### src/rtl/ocd_pkg.sv
// ----------------------------------------------------------------------------
// ocd_pkg: shared types and constants of the ohmmeter display block
// Widths, divider cell beat type, reciprocal constants and digit patterns.
// ----------------------------------------------------------------------------
package ocd_pkg;

  localparam int unsigned CodeW = 10;
  localparam int unsigned RefW  = 17;
  localparam int unsigned DvdW  = RefW + CodeW;
  localparam int unsigned DsrW  = CodeW + 1;
  localparam int unsigned ResW  = 24;
  localparam int unsigned SegW  = 8;
  localparam int unsigned ColW  = 3;

  localparam logic [RefW-1:0] RefReset = 17'd980;
  localparam logic [DsrW-1:0] CodeSpan = 11'd1024;

  localparam logic [ResW-1:0] ResMax   = 24'hFFFFFF;
  localparam logic [ResW-1:0] Lim100k  = 24'd100000;
  localparam logic [ResW-1:0] Lim10k   = 24'd10000;
  localparam logic [ResW-1:0] LimShort = 24'd20;

  // floor(x/1000) = (x*Rcp1000)>>27 for x < 100000
  localparam logic [17:0] Rcp1000 = 18'd134218;
  // floor(x/100) = (x*Rcp100)>>20 for x < 10000
  localparam logic [13:0] Rcp100  = 14'd10486;
  // floor(x/10) = (x*Rcp10)>>11 for x < 100
  localparam logic [7:0]  Rcp10   = 8'd205;

  localparam logic [SegW-1:0] SegDash = 8'hBF;
  localparam logic [SegW-1:0] DpOff   = 8'h80;
  localparam logic [ColW-1:0] ColMax  = 3'd7;

  typedef struct packed {
    logic            valid;
    logic [DsrW-1:0] rem;
    logic [DvdW-1:0] dvd;
    logic [DvdW-1:0] quo;
    logic [DsrW-1:0] dsr;
  } div_beat_t;

  function automatic logic [SegW-1:0] seg_pattern(input logic [3:0] digit);
    logic [SegW-1:0] seg;
    case (digit)
      4'd0:    seg = 8'h40;
      4'd1:    seg = 8'h79;
      4'd2:    seg = 8'h24;
      4'd3:    seg = 8'h30;
      4'd4:    seg = 8'h19;
      4'd5:    seg = 8'h12;
      4'd6:    seg = 8'h02;
      4'd7:    seg = 8'h78;
      4'd8:    seg = 8'h00;
      4'd9:    seg = 8'h10;
      default: seg = SegDash;
    endcase
    return seg;
  endfunction

endpackage

### src/rtl/ocd_cell.sv
// ----------------------------------------------------------------------------
// ocd_cell: one restoring division cell
// Produces one quotient bit per beat and hands the beat to the next cell.
// ----------------------------------------------------------------------------
module ocd_cell (
  input  logic                clk,
  input  logic                rst_n,
  input  logic                en,
  input  ocd_pkg::div_beat_t  beat_in,
  output ocd_pkg::div_beat_t  beat_out
);

  logic [ocd_pkg::DsrW:0]   trial;
  logic [ocd_pkg::DsrW:0]   diff;
  logic                     take;
  ocd_pkg::div_beat_t       beat_nxt;
  ocd_pkg::div_beat_t       beat_r;

  always_comb begin
    trial = {beat_in.rem, beat_in.dvd[ocd_pkg::DvdW-1]};
    diff  = trial - {1'b0, beat_in.dsr};
    take  = (trial >= {1'b0, beat_in.dsr});
    beat_nxt       = beat_in;
    beat_nxt.rem   = take ? diff[ocd_pkg::DsrW-1:0] : trial[ocd_pkg::DsrW-1:0];
    beat_nxt.dvd   = {beat_in.dvd[ocd_pkg::DvdW-2:0], 1'b0};
    beat_nxt.quo   = {beat_in.quo[ocd_pkg::DvdW-2:0], take};
  end

  always_ff @(posedge clk) begin
    if (!rst_n) begin
      beat_r.valid <= 1'b0;
    end else if (en) begin
      beat_r.valid <= beat_nxt.valid;
    end
  end

  always_ff @(posedge clk) begin
    if (en) begin
      beat_r.rem <= beat_nxt.rem;
      beat_r.dvd <= beat_nxt.dvd;
      beat_r.quo <= beat_nxt.quo;
      beat_r.dsr <= beat_nxt.dsr;
    end
  end

  assign beat_out = beat_r;

endmodule

### src/rtl/ocd_display.sv
// ----------------------------------------------------------------------------
// ocd_display: saturation, digit split and segment decode
// Two stages: range flags and reciprocal digits, then patterns and colour.
// ----------------------------------------------------------------------------
module ocd_display (
  input  logic                        clk,
  input  logic                        rst_n,
  input  logic                        en,
  input  logic                        quo_valid,
  input  logic [ocd_pkg::DvdW-1:0]    quo,
  output logic                        out_valid,
  output logic [ocd_pkg::ResW-1:0]    out_resistance_ohms,
  output logic [ocd_pkg::SegW-1:0]    out_upper_segments,
  output logic [ocd_pkg::SegW-1:0]    out_lower_segments,
  output logic [ocd_pkg::ColW-1:0]    out_range_colour,
  output logic                        out_short_alarm
);

  // stage a
  logic                      sat;
  logic [ocd_pkg::ResW-1:0]  res_nxt;
  logic [34:0]               kilo_full;
  logic [27:0]               hecto_full;
  logic                      a_valid_r;
  logic [ocd_pkg::ResW-1:0]  res_r;
  logic [6:0]                kilo_r;
  logic [6:0]                hecto_r;
  logic                      lt10k_r;
  logic                      lt100k_r;
  logic                      lt20_r;

  // stage b
  logic [14:0]               tens_full;
  logic [3:0]                tens;
  logic [6:0]                lo_kilo;
  logic [6:0]                lo_hecto;
  logic [ocd_pkg::SegW-1:0]  up_nxt;
  logic [ocd_pkg::SegW-1:0]  lo_nxt;
  logic [ocd_pkg::ColW-1:0]  col_nxt;
  logic                      valid_r;
  logic [ocd_pkg::ResW-1:0]  res_o_r;
  logic [ocd_pkg::SegW-1:0]  up_r;
  logic [ocd_pkg::SegW-1:0]  lo_r;
  logic [ocd_pkg::ColW-1:0]  col_r;
  logic                      short_r;

  always_comb begin
    sat        = |quo[ocd_pkg::DvdW-1:ocd_pkg::ResW];
    res_nxt    = sat ? ocd_pkg::ResMax : quo[ocd_pkg::ResW-1:0];
    kilo_full  = 35'(quo[16:0]) * 35'(ocd_pkg::Rcp1000);
    hecto_full = 28'(quo[13:0]) * 28'(ocd_pkg::Rcp100);
  end

  always_ff @(posedge clk) begin
    if (!rst_n) begin
      a_valid_r <= 1'b0;
    end else if (en) begin
      a_valid_r <= quo_valid;
    end
  end

  always_ff @(posedge clk) begin
    if (en) begin
      res_r    <= res_nxt;
      kilo_r   <= kilo_full[33:27];
      hecto_r  <= hecto_full[26:20];
      lt100k_r <= (res_nxt < ocd_pkg::Lim100k);
      lt10k_r  <= (res_nxt < ocd_pkg::Lim10k);
      lt20_r   <= (res_nxt < ocd_pkg::LimShort);
    end
  end

  always_comb begin
    tens_full = 15'(kilo_r) * 15'(ocd_pkg::Rcp10);
    tens      = tens_full[14:11];
    lo_kilo   = kilo_r - 7'(tens) * 7'd10;
    lo_hecto  = hecto_r - kilo_r * 7'd10;
    if (lt10k_r) begin
      up_nxt  = ocd_pkg::seg_pattern(kilo_r[3:0]);
      lo_nxt  = ocd_pkg::seg_pattern(lo_hecto[3:0]);
      col_nxt = '0;
    end else if (lt100k_r) begin
      up_nxt  = ocd_pkg::seg_pattern(tens);
      lo_nxt  = ocd_pkg::seg_pattern(lo_kilo[3:0]) | ocd_pkg::DpOff;
      col_nxt = (tens > 4'd7) ? ocd_pkg::ColMax : tens[2:0];
    end else begin
      up_nxt  = ocd_pkg::SegDash;
      lo_nxt  = ocd_pkg::SegDash;
      col_nxt = ocd_pkg::ColMax;
    end
  end

  always_ff @(posedge clk) begin
    if (!rst_n) begin
      valid_r <= 1'b0;
    end else if (en) begin
      valid_r <= a_valid_r;
    end
  end

  always_ff @(posedge clk) begin
    if (en) begin
      res_o_r <= res_r;
      up_r    <= up_nxt;
      lo_r    <= lo_nxt;
      col_r   <= col_nxt;
      short_r <= lt20_r;
    end
  end

  assign out_valid           = valid_r;
  assign out_resistance_ohms = res_o_r;
  assign out_upper_segments  = up_r;
  assign out_lower_segments  = lo_r;
  assign out_range_colour    = col_r;
  assign out_short_alarm     = short_r;

endmodule

### src/rtl/ohmmeter_code_to_display.sv
// ----------------------------------------------------------------------------
// ohmmeter_code_to_display: adc code to resistance and two-digit display
// Stages: multiply stage, 27 division cells, two display stages.
// Throughput one beat per cycle; the whole pipeline holds while the output
// register is full and stalled. Synchronous active-low reset empties the
// pipeline and loads the reference register with 980 ohms.
// ----------------------------------------------------------------------------
module ohmmeter_code_to_display (
  input  logic                        clk,
  input  logic                        rst_n,
  input  logic                        cfg_valid,
  output logic                        cfg_ready,
  input  logic [ocd_pkg::RefW-1:0]    cfg_ref_resistor_ohms,
  input  logic                        in_valid,
  output logic                        in_stall,
  input  logic [ocd_pkg::CodeW-1:0]   in_adc_code,
  output logic                        out_valid,
  input  logic                        out_stall,
  output logic [ocd_pkg::ResW-1:0]    out_resistance_ohms,
  output logic [ocd_pkg::SegW-1:0]    out_upper_segments,
  output logic [ocd_pkg::SegW-1:0]    out_lower_segments,
  output logic [ocd_pkg::ColW-1:0]    out_range_colour,
  output logic                        out_short_alarm
);

  logic                       adv;
  logic [ocd_pkg::RefW-1:0]   ref_r;
  ocd_pkg::div_beat_t         head_nxt;
  ocd_pkg::div_beat_t         head_r;
  ocd_pkg::div_beat_t         chain [ocd_pkg::DvdW+1];

  assign adv       = !out_valid || !out_stall;
  assign in_stall  = !adv;
  assign cfg_ready = 1'b1;

  always_ff @(posedge clk) begin
    if (!rst_n) begin
      ref_r <= ocd_pkg::RefReset;
    end else if (cfg_valid && cfg_ready) begin
      ref_r <= cfg_ref_resistor_ohms;
    end
  end

  always_comb begin
    head_nxt.valid = in_valid;
    head_nxt.rem   = '0;
    head_nxt.dvd   = {{ocd_pkg::CodeW{1'b0}}, ref_r} *
                     {{ocd_pkg::RefW{1'b0}}, in_adc_code};
    head_nxt.quo   = '0;
    head_nxt.dsr   = ocd_pkg::CodeSpan - {1'b0, in_adc_code};
  end

  always_ff @(posedge clk) begin
    if (!rst_n) begin
      head_r.valid <= 1'b0;
    end else if (adv) begin
      head_r.valid <= head_nxt.valid;
    end
  end

  always_ff @(posedge clk) begin
    if (adv) begin
      head_r.rem <= head_nxt.rem;
      head_r.dvd <= head_nxt.dvd;
      head_r.quo <= head_nxt.quo;
      head_r.dsr <= head_nxt.dsr;
    end
  end

  assign chain[0] = head_r;

  for (genvar i = 0; i < ocd_pkg::DvdW; i++) begin : g_cell
    ocd_cell u_cell (
      .clk      (clk),
      .rst_n    (rst_n),
      .en       (adv),
      .beat_in  (chain[i]),
      .beat_out (chain[i+1])
    );
  end

  ocd_display u_display (
    .clk                 (clk),
    .rst_n               (rst_n),
    .en                  (adv),
    .quo_valid           (chain[ocd_pkg::DvdW].valid),
    .quo                 (chain[ocd_pkg::DvdW].quo),
    .out_valid           (out_valid),
    .out_resistance_ohms (out_resistance_ohms),
    .out_upper_segments  (out_upper_segments),
    .out_lower_segments  (out_lower_segments),
    .out_range_colour    (out_range_colour),
    .out_short_alarm     (out_short_alarm)
  );

endmodule

### config.mk
export PLATFORM = sky130hd
export DESIGN_NAME = ohmmeter_code_to_display
export DESIGN_NICKNAME = d
export VERILOG_FILES = /design/src/rtl/ocd_pkg.sv /design/src/rtl/ocd_cell.sv /design/src/rtl/ocd_display.sv /design/src/rtl/ohmmeter_code_to_display.sv
export SDC_FILE = /design/constraint.sdc
export NUM_CORES = 2
export LEC_CHECK = 0
export BUFFER_PORTS_ARGS = -buffer_cell sky130_fd_sc_hd__buf_4
export CELL_PAD_IN_SITES_DETAIL_PLACEMENT = 1
export CELL_PAD_IN_SITES_GLOBAL_PLACEMENT = 1
export CORE_ASPECT_RATIO = 0.7
export CORE_MARGIN = 10
export CORE_UTILIZATION = 54
export DETAILED_ROUTE_END_ITERATION = 8
export PLACE_DENSITY = 0.87
export SLEW_MARGIN = 25
export SYNTH_ARGS = -nofsm -noshare
export SYNTH_HDL_FRONTEND = slang
export SYNTH_SLANG_ARGS = --single-unit
### constraint.sdc
create_clock -name clk -period 74.7 [get_ports clk]
set_input_delay 22.41 -clock clk [delete_from_list [all_inputs] [get_ports clk]]
set_output_delay 22.41 -clock clk [all_outputs]
set_load 0.02 [all_outputs]
==> results.py <==
metrics = {
    "clock_tree": {
        "clk_latency_ns": 0.81,
        "cts_buffers": 144,
        "htree_levels": 4,
        "post_cts_buffers": 0,
        "clkTransAtPathRegs_ns": 0.06,
        "cts_max_path_buffers": 3,
        "cts_resized": 0,
        "cts_hold_buf": 0,
        "cts-root-buf": "clkbuf_16",
        "numClockSinks": 1476,
        "cts_tree": "built",
    },
    "cells_and_area": {
        "num_antenna_cells": 0,
        "nets": 6678,
        "layout-drive-gt1-share_pct": 8.45,
        "syn2layout_area_growth_pct": 9.92,
        "final_cells": 7736,
    },
    "global_routing": {
        "grt_overflow": 0,
        "grt_util_all_layers_pct": 22.9,
        "antenna_found_initial": 0,
        "grt_max_degree": 192,
        "first_global_vias": 50300,
        "grt_pass1_wl_um": 283000,
    },
    "critical_path": {
        "crit_family": "buffers and inverters",
        "crit_path_frequent_cell": "buf_4",
        "crit_type": "input port to output pin",
        "crit_arrival_ns": 23.63,
        "crit_start": "out_stall",
        "rrSetupSlack_ns": 67.93,
        "crit_path_end_kind": "output pin",
        "critPathBufInv": 4,
        "max_stage_delay_ns": 0.36,
        "cpMaxStageDelayCell": "buf_4",
        "path_max_fanout": 42,
        "cp_cell_sequence": "buf_4 > nand2_4 > inv_1 > buf_4 > buf_4",
        "worst-r2r-cell-count": 21,
        "cp-start-kind": "input port",
        "cp-endpoint": "in_stall",
        "crit_cells": 5,
        "cp.required_ns": 52.29,
        "worstReg2RegStart": "g_cell[26].u_cell.beat_out[17]$_DFFE_PN_",
    },
    "floorplanning": {
        "start_util_pct": 54.4,
        "rows": 114,
        "die_h_um": 332,
        "dieWidth_um": 466,
        "pin_count": 79,
        "core_area_um2": 138000,
        "die_area_um2": 155000,
    },
    "place": {
        "finalWeightedCongestion": 0.858,
        "dp.cells": 7475,
        "port_buffers": 77,
        "hpwl_um": 123000,
    },
    "sta": {
        "timing.setup.tns_ns": 0,
        "skew_ns": 0.0358,
        "worstMarginPinSlew_ns": 1.04,
        "fin_crit_ns": 46.04,
        "fmax_mhz": 21.7,
        "finalCritPeriodShare_pct": 61.6,
        "hold_viol": 0,
        "whs_ns": 0.400,
        "rsz0062_at_grt": "no",
        "drv_slew": 0,
        "setup_viol": 0,
        "relSlewSlack_pct": 30.5,
    },
    "route": {
        "detail-route-antenna-nets": 0,
        "dr.pass1.iters": 7,
        "dr_wl_met3_um": 8190,
        "routedWlPerCell_um": 23.1,
        "highest_layer": "met4",
        "num_vias": 44900,
        "drt_iter0_drc": 3409,
        "routed_wl_um": 179000,
        "route.detailed.drc": 0,
        "via_per_inst": 5.80,
        "route.met2.wl_um": 92200,
        "drt-met1-wl_um": 73700,
    },
    "synth": {
        "ys_top_cells_by_area": "edfxtp_1 57%, ha_1 10%, fa_1 6.9%, inv_1 4.2%, mux2_2 2.5%",
        "yosys.cell_types.count": 72,
        "syn_inst": 5611,
        "synth_top_area_cell": "edfxtp_1",
        "synth.most_common_cell": "edfxtp_1",
        "syn_area_um2": 75000,
        "synth_ff_type": "edfxtp_1",
        "avgSynthCellArea_um2": 13.4,
        "synth-seq-cells": 1476,
        "synth_edf_count": 1421,
        "synth_common_cells": "1421 x edfxtp_1, 837 x inv_1, 623 x ha_1, 392 x nand2_1, 257 x fa_1",
        "syn_nets": 6523,
        "yosysSeqAreaShare_pct": 58.3,
        "yosysWarnings": 0,
        "synth_top_area_share_pct": 56.9,
        "async_flop_share_pct": 0,
    },
    "outcome": {
        "status": "complete, no violations",
    },
    "job": {
        "drv_cap": 0,
    },
    "min_path": {
        "hold_path_class": "register to register",
    },
}
==> metrics by stage <==
stage               util (%)  area, um2  worst slack [ns]
finish                  59.7      82500             28.66
CTS                     59.7      82400             28.65
global route            59.7      82500             28.55
global placement        56.3      77800             28.72
detailed placement      56.3      77800             28.68
floorplan                  -      75000              5.70
==> cells by family after synthesis <==
logic type	count (synthesis)	synth area share [%]
XOR/XNOR	164	1.96
adder cells (fa/ha/maj)	880	17.2
AND/OR/NAND/NOR	1204	7.90
other	1	0.00500
flip-flops	1476	58.3
AO/OA/AOI/OAI	703	6.17
buffers and inverters	927	4.69
multiplexers	256	3.70
==> sequential cells by signal (all words and copies together), names as in the netlist, named ones only <==
signal and count:
u_display.kilo_r 7, u_display.out_resistance_ohms 24, u_display.lt20_r 1, ref_r 17
u_display.hecto_r 4, u_display.res_r 24, u_display.out_valid 1, u_display.out_short_alarm 1
u_display.a_valid_r 1, u_display.lt10k_r 1, u_display.lt100k_r 1, u_display.out_range_colour 3
g_cell.u_cell.beat_out 1328, chain 39, u_display.out_upper_segments 8, u_display.out_lower_segments 8
==> worst min-delay path by stage <==
| stage | startpoint | endpoint | cells past startpoint |
|---|---|---|---|
| global route | g_cell[23].u_cell.beat_out[63]$_DFFE_PN_ | g_cell[24].u_cell.beat_out[64]$_DFFE_PN_ | 0 |
| global placement | g_cell[23].u_cell.beat_out[34]$_DFFE_PN_ | g_cell[24].u_cell.beat_out[35]$_DFFE_PN_ | 0 |
| floorplan | chain[2117]$_DFFE_PN_ | g_cell[0].u_cell.beat_out[39]$_DFFE_PN_ | 0 |
| CTS | g_cell[10].u_cell.beat_out[15]$_DFFE_PN_ | g_cell[11].u_cell.beat_out[16]$_DFFE_PN_ | 0 |
| finish | g_cell[10].u_cell.beat_out[15]$_DFFE_PN_ | g_cell[11].u_cell.beat_out[16]$_DFFE_PN_ | 0 |
| detailed placement | g_cell[4].u_cell.beat_out[54]$_DFFE_PN_ | g_cell[5].u_cell.beat_out[55]$_DFFE_PN_ | 0 |
==> final cells by class <==
cell class / instances / area (um2)
sequential: 1476 / 43800
fill: 13400 / 55600
multi-input combinational: 3208 / 27800
tap: 1856 / 2320
inverter: 837 / 3140
clock inverter: 83 / 856
timing repair buffer: 99 / 811
clock buffer: 177 / 3820
==> worst register-to-register path: cells and delay by family (launching register included) <==
| kind | cells | cell delay, ns |
|---|---|---|
| adder cells (fa/ha/maj) | 8 | 3.29 |
| AO/OA/AOI/OAI | 6 | 1.35 |
| flip-flops | 1 | 0.96 |
| AND/OR/NAND/NOR | 2 | 0.68 |
| buffers and inverters | 5 | 0.39 |
==> layer usage <==
| layer | GRT usage, % | up-vias |
|---|---|---|
| met1 | 28.7 | 23000 |
| met5 | 0 | - |
| met4 | 7.13 | 0 |
| met2 | 40.7 | 1294 |
| li1 | - | 20200 |
| met3 | 3.41 | 369 |
==> layout by cell type, fill, tap and decap left out, types with 42 or more instances in the layout <==
cell and count:
a21boi_0 96, a21o_1 78, a21oi_1 147, and2_1 102, and3_1 42, buf_4 90, clkbuf_16 147, dfxtp_1 55
edfxtp_1 1421, fa_1 257, ha_1 623, inv_1 837, mux2_2 168, mux2i_1 87, nand2_1 391, nand2b_1 56
nand3_1 102, nand4_1 66, nor2_1 163, nor2b_1 90, nor3_1 113, o21ai_0 181, xnor2_1 83, xor2_1 79
Power is not shown: default switching activity piles up to over one toggle a cycle in this logic, so the estimate is an artifact.
